File: config.mk
export PLATFORM = sky130hd
export DESIGN_NAME = lome_ctrl
export DESIGN_NICKNAME = d
export VERILOG_FILES = /design/src/rtl/core/lome_pkg.sv /design/src/rtl/core/lome_ctrl.sv
export SDC_FILE = /design/constraint.sdc
export NUM_CORES = 1
export LEC_CHECK = 0
export BUFFER_PORTS_ARGS = -buffer_cell sky130_fd_sc_hd__buf_4
export CORE_MARGIN = 10
export CORE_UTILIZATION = 40
export CTS_CLUSTER_DIAMETER = 200
export DETAILED_ROUTE_END_ITERATION = 16
export GPL_TIMING_DRIVEN = 0
export PLACE_DENSITY_LB_ADDON = 0.12
export SLEW_MARGIN = 20
export SYNTH_ARGS = -nofsm -noshare
export SYNTH_HDL_FRONTEND = slang
export SYNTH_SLANG_ARGS = --single-unit
File: constraint.sdc
create_clock -name clk -period 7 [get_ports clk]
set_input_delay 1.05 -clock clk [delete_from_list [all_inputs] [get_ports clk]]
set_output_delay 1.05 -clock clk [all_outputs]
set_load 0.01 [all_outputs]
File: src/rtl/core/lome_pkg.sv
// Shared types and constants for the linked order move engine.
// Depends on nothing; imported by every module of the block except lome_link_ram.
package lome_pkg;

    localparam int MAX_ELEMENTS = 1024;
    localparam int ID_W         = 11;
    localparam int ADDR_W       = $clog2(MAX_ELEMENTS);

    typedef enum logic [1:0] {
        CMD_REBUILD,
        CMD_BEFORE,
        CMD_AFTER,
        CMD_QUERY
    } lome_cmd_t;

    typedef enum logic [2:0] {
        ST_SWEEP,
        ST_IDLE,
        ST_READ_T,
        ST_QRESP,
        ST_WR1,
        ST_WR2,
        ST_WR3,
        ST_FINISH
    } lome_state_t;

    typedef struct packed {
        logic              re;
        logic [ADDR_W-1:0] raddr;
        logic              we;
        logic [ADDR_W-1:0] waddr;
        logic [ID_W-1:0]   wdata;
    } lome_ram_req_t;

    function automatic logic [ADDR_W-1:0] id_to_addr(input logic [ID_W-1:0] id);
        logic [ID_W-1:0] a;
        a = id - ID_W'(1);
        return a[ADDR_W-1:0];
    endfunction

endpackage

File: src/rtl/core/lome_ctrl.sv
// Sequencer and datapath: reads, modifies and writes back the two link tables.
// Depends on lome_pkg; drives two lome_link_ram instances through request structs.
module lome_ctrl
    import lome_pkg::*;
(
    input  logic            clk,
    input  logic            rst_n,
    input  logic            in_valid,
    output logic            in_ready,
    input  logic [1:0]      cmd,
    input  logic [ID_W-1:0] mover,
    input  logic [ID_W-1:0] target,
    output logic            out_valid,
    input  logic            out_ready,
    output logic [ID_W-1:0] found_id,
    output logic            status,
    input  logic            cfg_valid,
    output logic            cfg_ready,
    input  logic [ID_W-1:0] element_count,
    output lome_ram_req_t   succ_req,
    output lome_ram_req_t   pred_req,
    input  logic [ID_W-1:0] succ_rdata,
    input  logic [ID_W-1:0] pred_rdata
);

    lome_state_t       state_reg, state_next;
    logic [ID_W-1:0]   count_reg;
    logic [ID_W-1:0]   head_reg;
    logic [ADDR_W-1:0] sweep_reg;
    logic              from_cmd_reg;
    logic              out_valid_reg;
    logic [ID_W-1:0]   found_id_reg;
    logic              status_reg;

    lome_cmd_t         cmd_reg;
    logic [ID_W-1:0]   s_reg;
    logic [ID_W-1:0]   t_reg;
    logic [ID_W-1:0]   p_reg;
    logic [ID_W-1:0]   n_reg;
    logic [ID_W-1:0]   anchor_reg;
    logic [ID_W-1:0]   res_found_reg;
    logic              res_status_reg;

    lome_cmd_t         cmd_in;
    logic              in_acc;
    logic              cfg_acc;
    logic              out_free;
    logic              move_ok;
    logic              sweep_last;
    logic              is_before;
    logic [ID_W-1:0]   sweep_id;
    logic [ID_W-1:0]   count_sat;
    logic [ID_W-1:0]   anchor_calc;

    assign cmd_in     = lome_cmd_t'(cmd);
    assign in_ready   = (state_reg == ST_IDLE) && !cfg_valid;
    assign cfg_ready  = (state_reg == ST_IDLE);
    assign in_acc     = in_valid && in_ready;
    assign cfg_acc    = cfg_valid && cfg_ready;
    assign out_free   = !out_valid_reg || out_ready;
    assign is_before  = (cmd_reg == CMD_BEFORE);
    assign sweep_id   = ID_W'(sweep_reg) + ID_W'(1);
    assign sweep_last = (sweep_reg == id_to_addr(count_reg));

    assign out_valid  = out_valid_reg;
    assign found_id   = found_id_reg;
    assign status     = status_reg;

    assign move_ok = (mover != '0) && (mover <= count_reg)
                  && (target != '0) && (target <= count_reg)
                  && (mover != target);

    always_comb
    begin
        if (element_count == '0)
        begin
            count_sat = ID_W'(1);
        end
        else if (element_count > ID_W'(MAX_ELEMENTS))
        begin
            count_sat = ID_W'(MAX_ELEMENTS);
        end
        else
        begin
            count_sat = element_count;
        end
    end

    // Anchor link as seen after the unlink: the unlink may have rewritten it.
    always_comb
    begin
        if (is_before)
        begin
            anchor_calc = (t_reg == n_reg) ? p_reg : pred_rdata;
        end
        else
        begin
            anchor_calc = (t_reg == p_reg) ? n_reg : succ_rdata;
        end
    end

    always_comb
    begin
        state_next = state_reg;
        unique case (state_reg)
            ST_SWEEP:
            begin
                if (sweep_last)
                begin
                    state_next = from_cmd_reg ? ST_FINISH : ST_IDLE;
                end
            end
            ST_IDLE:
            begin
                if (in_acc)
                begin
                    unique case (cmd_in)
                        CMD_REBUILD: state_next = ST_SWEEP;
                        CMD_QUERY:   state_next = ST_QRESP;
                        CMD_BEFORE,
                        CMD_AFTER:   state_next = move_ok ? ST_READ_T : ST_FINISH;
                        default:     state_next = ST_FINISH;
                    endcase
                end
            end
            ST_READ_T: state_next = ST_WR1;
            ST_QRESP:  state_next = ST_FINISH;
            ST_WR1:    state_next = ST_WR2;
            ST_WR2:    state_next = ST_WR3;
            ST_WR3:    state_next = ST_FINISH;
            ST_FINISH:
            begin
                if (out_free)
                begin
                    state_next = ST_IDLE;
                end
            end
            default:   state_next = ST_IDLE;
        endcase
        if (cfg_acc)
        begin
            state_next = ST_SWEEP;
        end
    end

    always_comb
    begin
        succ_req = '0;
        pred_req = '0;
        unique case (state_reg)
            ST_SWEEP:
            begin
                succ_req.we    = 1'b1;
                succ_req.waddr = sweep_reg;
                succ_req.wdata = (sweep_id < count_reg) ? sweep_id + ID_W'(1) : '0;
                pred_req.we    = 1'b1;
                pred_req.waddr = sweep_reg;
                pred_req.wdata = sweep_id - ID_W'(1);
            end
            ST_IDLE:
            begin
                succ_req.re    = in_acc;
                succ_req.raddr = id_to_addr(mover);
                pred_req.re    = in_acc;
                pred_req.raddr = id_to_addr(mover);
            end
            ST_READ_T:
            begin
                succ_req.re    = 1'b1;
                succ_req.raddr = id_to_addr(t_reg);
                pred_req.re    = 1'b1;
                pred_req.raddr = id_to_addr(t_reg);
            end
            ST_WR1:
            begin
                succ_req.we    = (p_reg != '0);
                succ_req.waddr = id_to_addr(p_reg);
                succ_req.wdata = n_reg;
                pred_req.we    = (n_reg != '0);
                pred_req.waddr = id_to_addr(n_reg);
                pred_req.wdata = p_reg;
            end
            ST_WR2:
            begin
                succ_req.we    = 1'b1;
                succ_req.waddr = id_to_addr(s_reg);
                succ_req.wdata = is_before ? t_reg : anchor_reg;
                pred_req.we    = 1'b1;
                pred_req.waddr = id_to_addr(s_reg);
                pred_req.wdata = is_before ? anchor_reg : t_reg;
            end
            ST_WR3:
            begin
                if (is_before)
                begin
                    pred_req.we    = 1'b1;
                    pred_req.waddr = id_to_addr(t_reg);
                    succ_req.we    = (anchor_reg != '0);
                    succ_req.waddr = id_to_addr(anchor_reg);
                end
                else
                begin
                    succ_req.we    = 1'b1;
                    succ_req.waddr = id_to_addr(t_reg);
                    pred_req.we    = (anchor_reg != '0);
                    pred_req.waddr = id_to_addr(anchor_reg);
                end
                succ_req.wdata = s_reg;
                pred_req.wdata = s_reg;
            end
            ST_QRESP,
            ST_FINISH:
            begin
                succ_req = '0;
                pred_req = '0;
            end
            default:
            begin
                succ_req = '0;
                pred_req = '0;
            end
        endcase
    end

    always_ff @(posedge clk or negedge rst_n)
    begin
        if (!rst_n)
        begin
            state_reg     <= ST_SWEEP;
            count_reg     <= ID_W'(MAX_ELEMENTS);
            head_reg      <= ID_W'(1);
            sweep_reg     <= '0;
            from_cmd_reg  <= 1'b0;
            out_valid_reg <= 1'b0;
        end
        else
        begin
            state_reg <= state_next;
            if (state_reg == ST_FINISH && out_free)
            begin
                out_valid_reg <= 1'b1;
            end
            else if (out_ready)
            begin
                out_valid_reg <= 1'b0;
            end
            if (state_reg == ST_SWEEP)
            begin
                head_reg  <= ID_W'(1);
                sweep_reg <= sweep_reg + ADDR_W'(1);
            end
            if (in_acc && cmd_in == CMD_REBUILD)
            begin
                sweep_reg    <= '0;
                from_cmd_reg <= 1'b1;
            end
            if (state_reg == ST_WR1 && p_reg == '0)
            begin
                head_reg <= n_reg;
            end
            if (state_reg == ST_WR3 && is_before && anchor_reg == '0)
            begin
                head_reg <= s_reg;
            end
            if (cfg_acc)
            begin
                count_reg    <= count_sat;
                sweep_reg    <= '0;
                from_cmd_reg <= 1'b0;
            end
        end
    end

    always_ff @(posedge clk)
    begin
        if (in_acc)
        begin
            cmd_reg        <= cmd_in;
            s_reg          <= mover;
            t_reg          <= target;
            res_found_reg  <= '0;
            res_status_reg <= (cmd_in == CMD_BEFORE || cmd_in == CMD_AFTER) && !move_ok;
        end
        if (state_reg == ST_QRESP)
        begin
            if (s_reg == '0)
            begin
                res_found_reg  <= head_reg;
                res_status_reg <= 1'b0;
            end
            else if (s_reg <= count_reg)
            begin
                res_found_reg  <= succ_rdata;
                res_status_reg <= 1'b0;
            end
            else
            begin
                res_found_reg  <= '0;
                res_status_reg <= 1'b1;
            end
        end
        if (state_reg == ST_READ_T)
        begin
            p_reg <= pred_rdata;
            n_reg <= succ_rdata;
        end
        if (state_reg == ST_WR1)
        begin
            anchor_reg <= anchor_calc;
        end
        if (state_reg == ST_FINISH && out_free)
        begin
            found_id_reg <= res_found_reg;
            status_reg   <= res_status_reg;
        end
    end

endmodule

==> reports/qor.csv, run 1 <==
stage;metric;value;unit
sta;fin_skew;14.0;ps
routing;wl_met2;17.2;mm
synthesis;synth-seq-area-share;34.7;%
worst_setup_path;worstSetupPathType;reg2out;
job;max-cap-violations;0;
worst_setup_path;cpPeakStageDelay;570;ps
floorplan;die_x;176;um
worst_setup_path;reg2reg_from;count_reg[4];
sta;rsz0062_at_grt;false;
routing;viasPerCell;5.93;
finish;layout_common_cells;buf_4 (158), nand2_1 (107), edfxtp_1 (81);
sta;period_needed;5500;ps
synthesis;synth_area;9690;sq um
clock_network;cts_buffer_depth;2;
clock_network;cts.sinks;118;
finish;area_growth_syn_to_layout;21.7;%
worst_hold_path;hold_class;reg2reg;
finish;final_layout_size_suffix_gt1_share;19.5;%
sta;setup_ws;1500;ps
clock_network;clk_latency;440;ps
global_route;grt_pass1_wl;58.1;mm
clock_network;cts_hold_buf;0;
sta;clock.fmax;182;MHz
routing;num_vias;9457;
synthesis;ys_warn_count;0;
global_route;grtUsageTotal;24.9;%
synthesis;synth_seq_cells;118;
power_and_ir_drop;ir_drop;0.215;mV
sta;min_period_over_period;78.5;%
floorplan;coreArea;23700;sq um
clock_network;clk_pin_slew;60;ps
sta;tns;0;ps
place;hpwl;30.8;mm
global_route;antenna_found_initial;0;
synthesis;synth_top_flop_cell;edfxtp_1;
sta;slew_violations;0;
routing;met3_wirelength;3.19;mm
worst_setup_path;cp-end-kind;output port;
synthesis;async_reset_ff_share;31.4;%
worst_setup_path;worstPathRequired;5950;ps
finish;n_antenna_cell;0;
worst_setup_path;reg2reg_slack;4050;ps
routing;drtAntennaViolNets;0;
sta;finalSetupViolCount;0;
power_and_ir_drop;p_leak;4.80;nW
worst_setup_path;cp_slowest_cell;nor3_1;
synthesis;syn_avg_cell_area;8.80;sq um
sta;slew_headroom;29.5;%
global_route;overflow;0;
routing;wire_per_inst;24.5;um
routing;maxUsedRoutingLayer;met4;
floorplan;start_util;40.9;%
floorplan;die_area;30800;sq um
clock_network;numCtsBuffers;17;
sta;worst_pin_slew;1060;ps
floorplan;pin_count;143;
sta;finalHoldViolCount;0;
place;place_congestion;1.01;
finish;layout_commonest_cell;buf_4;
clock_network;ctsRootBufferMaster;clkbuf_16;
worst_hold_path;whs_path_depth;0;
synthesis;syn_nets;1223;
routing;routed_wl;39.2;mm
place;place_ws;2160;ps
synthesis;synth-edff-count;81;
power_and_ir_drop;p_per_area;377;nW/um^2
worst_setup_path;path_max_fanout;10;
synthesis;netlist_instances;1101;
clock_network;cts_tree;built;
clock_network;cts_resized;0;
clock_network;h-tree-depth;4;
worst_setup_path;cp_cell_sequence;ha_1, nand2_1, nor3_1, xnor2_1, inv_1, ha_1, and3_1, o2111ai_1, a21oi_1, nor3_1, o21ai_0, clkbuf_1, o21ai_0, buf_4;
worst_setup_path;cp_top_family;simple AND/OR/NAND/NOR gates;
synthesis;ys_types;73;
worst_setup_path;ff2ff_path_depth;9;
finish;final_nets;1386;
routing;drtIter0Drc;857;
routing;first_pass_iters;6;
sta;holdWs;415;ps
worst_setup_path;cp-endpoint;succ_req[3];
floorplan;rows;56;
worst_setup_path;cp.buffers_inverters;3;
status;status;completed;
clock_network;post_cts_buffers;0;
global_route;grt_pass1_vias;9447;
worst_setup_path;cp-startpoint;sweep_reg[1];
worst_setup_path;r2r-end;res_found_reg[9];
routing;drt_drc_violations_left;0;
routing;wl_met1;17.3;mm
place;io_buffers;142;
global_route;grt_max_degree;38;
worst_setup_path;critPathLaunchType;flip-flop;
worst_setup_path;arrival;4450;ps
floorplan;die_h;176;um
worst_setup_path;path_depth;14;
-- synth_stat cells, types with 7 or more instances --
| library cell | instances | area (sq um) |
|---|---|---|
| nand2_1 | 107 | 402 |
| edfxtp_1 | 81 | 2430 |
| nor2_1 | 79 | 297 |
| a21oi_1 | 68 | 340 |
| o21ai_0 | 67 | 335 |
| xnor2_1 | 67 | 587 |
| ha_1 | 60 | 751 |
| clkbuf_1 | 53 | 199 |
| xor2_1 | 53 | 464 |
| inv_1 | 41 | 154 |
| nand3_1 | 41 | 205 |
| dfrtp_1 | 35 | 876 |
| nor3_1 | 35 | 175 |
| nor4_1 | 20 | 125 |
| a221oi_1 | 18 | 158 |
| nand2b_1 | 17 | 106 |
| o221ai_1 | 17 | 149 |
| buf_2 | 16 | 80.1 |
| buf_4 | 15 | 113 |
| nand4_1 | 15 | 93.8 |
| a21o_1 | 14 | 105 |
| mux2_2 | 14 | 158 |
| a32oi_1 | 13 | 114 |
| a22oi_1 | 12 | 90.1 |
| mux2i_1 | 11 | 110 |
| o22ai_1 | 11 | 68.8 |
| nor2b_1 | 8 | 50.1 |
| o211ai_1 | 7 | 52.6 |
| o21a_1 | 7 | 52.6 |
| or3_1 | 7 | 43.8 |
-- metrics by stage --
| step | instance area (sq um) | total power [mW] | instances | util (%) |
|---|---|---|---|---|
| global placement | 11200 | 3.48 | 1562 | 47.1 |
| detailed placement | 11200 | 3.50 | 1564 | 47.2 |
| global route | 11800 | 4.70 | 1596 | 49.8 |
| floorplan | 9690 | 2.48 | 1101 | - |
| finish | 11800 | 4.44 | 1596 | 49.8 |
| CTS | 11800 | 4.42 | 1596 | 49.8 |
-- kinds of logic after synthesis --
group,synth area share (%)
AOI/OAI and AO/OA,18.5
xor gates and xnor gates,11.0
adders and majority gates,7.85
buffers and inverters,6.34
DFF,34.7
muxes,2.76
and+or+nand+nor,18.9
-- how the worst min path moves through the flow --
stage	from	to	slack (ps)
after floorplan	res_found_reg[0]	found_id[0]	400
after global placement	res_found_reg[6]	found_id[6]	400
after detailed placement	res_found_reg[8]	found_id[8]	410
after CTS	res_found_reg[3]	found_id[3]	420
after global routing	res_found_reg[10]	found_id[10]	420
final	res_found_reg[2]	found_id[2]	420
-- area by class of cell --
type | instances | area [sq um]
multi-input cells | 848 | 5730
flip-flops and latches | 118 | 3360
fillers | 2364 | 11900
well taps | 319 | 399
clock inverters | 14 | 165
inverters | 42 | 158
repair buffers | 144 | 1090
clock buffers | 18 | 429
plain buffers | 93 | 458
-- per-layer routing --
metal	global-route usage (%)	vias to the layer above
met5	0	-
met4	10.5	0
met3	5.13	78
met2	38.1	452
met1	33.3	4564
li1	-	4363
-- power breakdown --
part / internal (mW) / total [mW] / leakage (nW) / switching (mW)
sequential: 0.932 / 1.08 / 1.23 / 0.146
combinational: 0.958 / 2.45 / 3.29 / 1.50
clock: 0.535 / 0.909 / 0.285 / 0.375
Power figures use the tool's default switching activity.
==> run 2, diff against run 1 <==
ABC_AREA = 1   (was unset)
clock period = 5.6 ns   (was 7 ns; I/O delays follow)
==> run 2 against run 1 <==
Final area shrank 0.37%. Highest routed layer unchanged. Die area is essentially flat. Sequential power grew 22%. Routed wire length grew 0.12%. Hold slack lost 23 ps. Via count grew 6.3%. Count of clock-buffer cells in the layout shrank 1. Global-route usage grew 0.17 points. Critical path type unchanged. Register-to-register slack lost 1300 ps. Setup slack lost 340 ps. Cell count grew 12%. Clock skew grew 2.2 ps.
==> reports/qor.csv, run 2 <==
stage;metric;value;unit;change
synthesis;ys_warn_count;0;;unchanged
routing;drtAntennaViolNets;0;;unchanged
job;max-cap-violations;0;;unchanged
place;hpwl;31.4;mm;+2.0%
routing;routed_wl;39.2;mm;+0.12%
synthesis;async_reset_ff_share;31.4;%;unchanged
finish;area_growth_syn_to_layout;21.3;%;
power_and_ir_drop;p_leak;5.29;nW;+10%
sta;tns;0;ps;unchanged
place;place_congestion;0.990;;-1.8%
power_and_ir_drop;p_sw;2.53;mW;+26%
clock_network;clk_pin_slew;60;ps;about the same
routing;first_pass_iters;6;;unchanged
finish;layout_commonest_cell;nand2_1;;
finish;seqCellArea;3360;sq um;unchanged
worst_setup_path;arrival;3590;ps;-860 ps
worst_hold_path;hold_class;in2async;;
synthesis;ys_types;58;;-21%
power_and_ir_drop;p_per_area;461;nW/um^2;+22%
finish;n_antenna_cell;0;;unchanged
finish;final_nets;1572;;+13%
sta;fin_skew;16.2;ps;+2.20 ps
worst_setup_path;cp-end-kind;output port;;
synthesis;synth_top_area_cell;edfxtp_1;;
sta;slew_headroom;20.2;%;-9.3 points
routing;viasPerCell;5.64;;-4.8%
power_and_ir_drop;ir_drop;0.245;mV;+14%
routing;num_vias;10100;;+6.3%
clock_network;h-tree-depth;4;;unchanged
synthesis;synth_top_area_share;25.1;%;about the same
synthesis;synth_area_leaders;edfxtp_1 (25%), nand2_1 (12%), dfrtp_1 (9.0%);;
place;io_buffers;142;;unchanged
finish;multi_input_area;5430;sq um;-5.2%
clock_network;cts_buffer_depth;2;;unchanged
sta;clock.fmax;226;MHz;
clock_network;cts_tree;built;;
place;dp.cells;1750;;+12%
finish;fin_cells;1782;;+12%
floorplan;die_area;30800;sq um;about the same
global_route;grt_pass1_wl;58.8;mm;+1.2%
synthesis;synth_seq_cells;118;;unchanged
routing;drt_drc_violations_left;0;;unchanged
clock_network;cts_hold_buf;0;;unchanged
power_and_ir_drop;p_seq_share;24.3;%;about the same
floorplan;start_util;40.9;%;about the same
synthesis;synth_area;9690;sq um;about the same
routing;drtIter0Drc;1031;;+20%
sta;finalSetupViolCount;0;;unchanged
synthesis;synth-edff-count;81;;unchanged
sta;rsz0062_at_grt;false;;
worst_setup_path;worstPathRequired;4760;ps;-1190 ps
synthesis;syn_nets;1411;;+15%
clock_network;numCtsBuffers;17;;unchanged
finish;fin_area;11700;sq um;-0.37%
synthesis;synth_most_common_cell;nand2_1;;
sta;period_needed;4430;ps;
finish;layout_common_cells;nand2_1 (299), buf_4 (153), inv_1 (148);;
power_and_ir_drop;p_int;2.88;mW;+19%
clock_network;ctsRootBufferMaster;clkbuf_16;;
worst_setup_path;worstSetupPathType;reg2out;;
floorplan;pin_count;143;;unchanged
floorplan;rows;56;;unchanged
global_route;grt_max_degree;38;;unchanged
clock_network;clk_latency;440;ps;about the same
sta;worst_pin_slew;1190;ps;+129 ps
synthesis;netlist_instances;1289;;+17%
clock_network;cts_resized;0;;unchanged
global_route;grtUsageTotal;25.0;%;+0.17 points
worst_setup_path;path_max_fanout;10;;unchanged
power_and_ir_drop;switching_share;46.8;%;+1.3 points
floorplan;coreArea;23700;sq um;unchanged
floorplan;die_x;176;um;about the same
sta;slew_violations;0;;unchanged
finish;fill_cells;2405;;+1.7%
synthesis;synth_top_flop_cell;edfxtp_1;;
synthesis;synth-seq-area-share;34.7;%;about the same
floorplan;die_h;176;um;about the same
routing;wire_per_inst;22.0;um;-10%
global_route;antenna_found_initial;0;;unchanged
finish;final_layout_size_suffix_gt1_share;18.2;%;-1.3 points
sta;finalHoldViolCount;0;;unchanged
clock_network;cts.sinks;118;;unchanged
power_and_ir_drop;clockPowerShare;20.8;%;+0.3 points
power_and_ir_drop;comb_power_share;54.9;%;-0.4 points
clock_network;post_cts_buffers;0;;unchanged
sta;min_period_over_period;79.2;%;
global_route;grt_pass1_vias;9572;;+1.3%
worst_setup_path;critPathLaunchType;flip-flop;;
synthesis;ys_top_cells_by_count;nand2_1 (299), inv_1 (148), o21ai_0 (95), nor2_1 (88), nand3_1 (85);;
sta;holdWs;392;ps;-23.3 ps
global_route;overflow;0;;unchanged
status;status;completed;;
synthesis;syn_avg_cell_area;7.51;sq um;-15%
place;place_area;11200;sq um;-0.31%
==> run 2: changes by cell type in the layout (fill, tap and decap cells not counted), moves of 17 or more <==
cell and delta:
nand2_1 +192, nand3_1 +44, clkbuf_1 -28, nand2b_1 -17, xnor2_1 -49, xor2_1 -22, o211ai_1 +21, inv_1 +107
o21ai_0 +29
==> run 2: path summary, 6_finish.rpt <==
kind | start | endpoint | slack, ps | cells after the start
min in group clk | res_found_reg[1] | found_id[1] | 420 | 0
max | sweep_reg[1] | succ_req[9] | 1170 | 15
max reg2reg | cmd_reg[1] | anchor_reg[1] | 2770 | 6
min reg2reg | res_found_reg[1] | found_id[1] | 420 | 0
max in group asynchronous | rst_n | head_reg[0] | 4820 | 1
min | rst_n | sweep_reg[1] | 390 | 1
==> run 2: cell type report <==
| type | count | share of cell area [%] |
|---|---|---|
| timing repair buffer | 142 | 9.07 |
| inverter | 167 | 5.42 |
| clock inverter | 15 | 1.42 |
| multi-input combinational | 952 | 46.2 |
| sequential | 118 | 28.6 |
| tap | 319 | 3.40 |
| clock buffer | 17 | 3.62 |
| buffer | 52 | 2.24 |
==> run 2: critical path, stage by stage (launching register included) <==
cell,delay [ps]
dfrtp_1,560
ha_1,270
nand2_2,100
clkinv_4,120
nand4_4,110
nor2_2,160
nand2_1,70
nor2_1,190
ha_1,290
a21oi_1,140
o21a_1,160
nand3_1,170
nor2_2,360
nand3_1,190
nand2_1,150
buf_4,140
==> run 2: kinds of logic (layout without fill, tap and decap cells) <==
kind of cell	after synthesis	count (layout)	share of synthesized area [%]
and+or+nand+nor	564	564	26.7
buffers and inverters	219	393	9.27
AOI/OAI and AO/OA	277	277	16.7
DFF	118	118	34.7
xor gates and xnor gates	51	51	4.88
adders and majority gates	60	60	7.75
==> run 2: power by group through the flow <==
stage          Sequential (mW)  Clock, mW  Combinational [mW]
2_1_floorplan             1.25          0                1.87
3_3_place_gp              1.33          0                2.92
3_5_place_dp              1.33          0                2.95
4_1_cts                   1.31       1.13                2.97
5_1_grt                   1.33       1.17                3.30
6_report                  1.32       1.13                2.97
==> run 2: metrics by stage <==
step / setup slack (ps) / util (%) / power [mW]
2_1_floorplan: 2360 / - / 3.12
3_3_place_gp: 1620 / 47.1 / 4.25
3_5_place_dp: 1630 / 47.1 / 4.28
4_1_cts: 1170 / 49.6 / 5.41
5_1_grt: 908 / 49.6 / 5.80
6_report: 1170 / 49.6 / 5.42
==> run 2: per-layer routing <==
layer | vias up | track usage, % | wire length (um)
met4 | 0 | 11.2 | 1550
met1 | 4737 | 33.0 | 16600
li1 | 4717 | - | -
met3 | 86 | 3.54 | 2960
met5 | - | 0 | 0
met2 | 511 | 40.0 | 18100
==> run 3, diff against run 2 <==
ABC_AREA = 0   (was 1)
clock period = 3.6 ns   (was 5.6 ns; I/O delays follow)
==> run 3 against run 2 <==
Clock skew grew 0.54 ps. Sequential share of layout area is 2.1 points lower. Non-clock buffer count grew 85. Sequential cell count stayed put. Core utilization is 4.0 points higher.
==> reports/qor.csv, run 3 (synthesized netlist as in run 1, its figures left out) <==
stage;metric;value;unit;change
status;status;completed;;
worst_hold_path;hold_class;in2async;;
worst_setup_path;cp_top_family;simple AND/OR/NAND/NOR gates;;
floorplan;coreArea;23700;sq um;unchanged
worst_setup_path;cp_cell_sequence;ha_4, nand2_4, nor3_4, xnor2_2, inv_2, ha_4, and3_4, o2111ai_4, a21oi_2, nor3_2, o21ai_4, buf_8, o21ai_2, buf_4;;
routing;viasPerCell;6.00;;+6.5%
worst_setup_path;worstPathRequired;3060;ps;-1700 ps
worst_setup_path;arrival;3030;ps;-560 ps
worst_setup_path;r2r-end;res_found_reg[7];;
clock_network;numCtsBuffers;17;;unchanged
worst_setup_path;cp-startpoint;sweep_reg[0];;
sta;period_needed;3570;ps;
sta;min_period_over_period;99.3;%;
floorplan;rows;56;;unchanged
job;max-cap-violations;0;;unchanged
finish;finalCoreUtilization;53.6;%;+4.0 points
clock_network;cts.sinks;118;;unchanged
finish;final_nets;1428;;-9.2%
routing;wl_met2;18.1;mm;-0.14%
worst_setup_path;worstSetupPathType;reg2out;;
finish;fin_area;12700;sq um;+8.1%
routing;drtIter0Drc;941;;-8.7%
global_route;grt_pass1_wl;59.7;mm;+1.5%
sta;tns;0;ps;unchanged
power_and_ir_drop;p_leak;5.13;nW;-3.1%
floorplan;pin_count;143;;unchanged
floorplan;die_x;176;um;about the same
global_route;grt_pass1_vias;9758;;+1.9%
routing;routed_wl;40.7;mm;+3.7%
clock_network;clk_pin_slew;60;ps;about the same
sta;rsz0062_at_grt;true;;
worst_setup_path;reg2reg_from;count_reg[4];;
finish;area_growth_syn_to_layout;31.1;%;
floorplan;die_h;176;um;about the same
clock_network;ctsRootBufferMaster;clkbuf_16;;
power_and_ir_drop;comb_power_share;59.2;%;+4.3 points
clock_network;cts_buffer_depth;2;;unchanged
finish;fin_cells;1638;;-8.1%
global_route;grt_max_degree;38;;unchanged
worst_setup_path;cp.buffers_inverters;3;;+1
global_route;overflow;0;;unchanged
sta;slew_violations;0;;unchanged
clock_network;h-tree-depth;4;;unchanged
sta;clock.fmax;280;MHz;
place;place_area;11200;sq um;+0.31%
routing;num_vias;9835;;-2.1%
worst_setup_path;cpPeakStageDelay;430;ps;-130 ps
worst_setup_path;path_max_fanout;5;;-5
sta;worst_pin_slew;1040;ps;-148 ps
routing;maxUsedRoutingLayer;met4;;
place;hpwl;30.8;mm;-2.0%
global_route;antenna_found_initial;0;;unchanged
worst_setup_path;cp-end-kind;output port;;
floorplan;start_util;40.9;%;about the same
routing;drt_drc_violations_left;0;;unchanged
floorplan;die_area;30800;sq um;about the same
routing;wire_per_inst;24.8;um;+13%
routing;wl_met1;17.2;mm;+3.7%
place;io_buffers;142;;unchanged
worst_setup_path;reg2reg_slack;630;ps;-2140 ps
clock_network;cts_tree;built;;
finish;layout_common_cells;buf_4 (187), nand2_1 (105), edfxtp_1 (81);;
worst_setup_path;ff2ff_path_depth;9;;+3
worst_setup_path;crit_top_cell;ha_4;;
power_and_ir_drop;p_int;5.21;mW;+81%
sta;finalSetupViolCount;0;;unchanged
finish;layout_commonest_cell;buf_4;;
global_route;grtUsageTotal;25.6;%;+0.52 points
routing;drtAntennaViolNets;0;;unchanged
power_and_ir_drop;p_sw;4.33;mW;+71%
place;dp.cells;1564;;-11%
routing;first_pass_iters;5;;-1
worst_setup_path;cp_slowest_cell;dfrtp_2;;
power_and_ir_drop;ir_drop;0.434;mV;+77%
finish;final_layout_size_suffix_gt1_share;26.4;%;+8.2 points
finish;n_antenna_cell;0;;unchanged
clock_network;clk_latency;440;ps;about the same
clock_network;cts_hold_buf;0;;unchanged
power_and_ir_drop;switching_share;45.4;%;-1.4 points
power_and_ir_drop;p_seq_share;22.2;%;-2.1 points
place;place_congestion;1.01;;+1.8%
sta;slew_headroom;30.2;%;+10 points
sta;finalHoldViolCount;0;;unchanged
power_and_ir_drop;clockPowerShare;18.6;%;-2.2 points
worst_setup_path;critPathLaunchType;flip-flop;;
power_and_ir_drop;p_per_area;750;nW/um^2;+63%
sta;fin_skew;16.7;ps;+0.538 ps
routing;met3_wirelength;3.68;mm;+24%
run 3: worst register-to-register path: stages, from the launching register on:
cell      delay (ps)
dfrtp_1          320
clkbuf_1         300
inv_1            290
ha_1             380
nand3_1          160
a21oi_1          180
o311ai_0         160
a31oi_1          370
clkbuf_1         330
o21ai_0          200
run 3: final cells by class:
type | count | area (sq um)
Buffer | 92 | 492
Timing Repair Buffer | 187 | 1480
Clock inverter | 14 | 165
Sequential cell | 118 | 3360
Fill cell | 2233 | 11000
Multi-Input combinational cell | 848 | 6220
Clock buffer | 18 | 429
Inverter | 42 | 161
Tap cell | 319 | 399
run 3: worst max path at each step:
stage	endpoint	cells after the start
6_report	succ_req[8]	14
5_1_grt	succ_req[8]	14
4_1_cts	succ_req[0]	14
3_5_place_dp	succ_req[0]	14
3_3_place_gp	succ_req[2]	14
2_1_floorplan	succ_req[10]	13
run 3: per-stage QoR:
step / hold WS, ps / total power [mW] / setup WS (ps)
floorplan: 244 / 4.83 / 241
global placement: 400 / 6.77 / -801
detailed placement: 406 / 6.81 / -727
CTS: 86.4 / 8.99 / -8.68
global route: 96.8 / 10.1 / -62.2
finish: 67.6 / 9.53 / 25.4
run 3: routing by layer:
metal  track usage [%]  up-vias
li1                  -     4437
met1              33.9     4767
met2              39.4      529
met3              5.17      102
met4              11.2        0
met5                 0        -
run 3: power by group through the flow:
stage / Sequential (mW) / Combinational, mW / Clock, mW
detailed placement: 2.11 / 4.70 / 0
global route: 2.14 / 6.06 / 1.85
finish: 2.11 / 5.65 / 1.78
CTS: 2.08 / 5.12 / 1.79
floorplan: 2.02 / 2.81 / 0
global placement: 2.12 / 4.66 / 0
run 3: repair_timing:
action                                  4_1_cts  5_1_grt
resized for setup                            65       56
setup buffers                                34        8
pin swaps                                    13       21
endpoints found under the setup margin       27       20
cloned                                        1        0
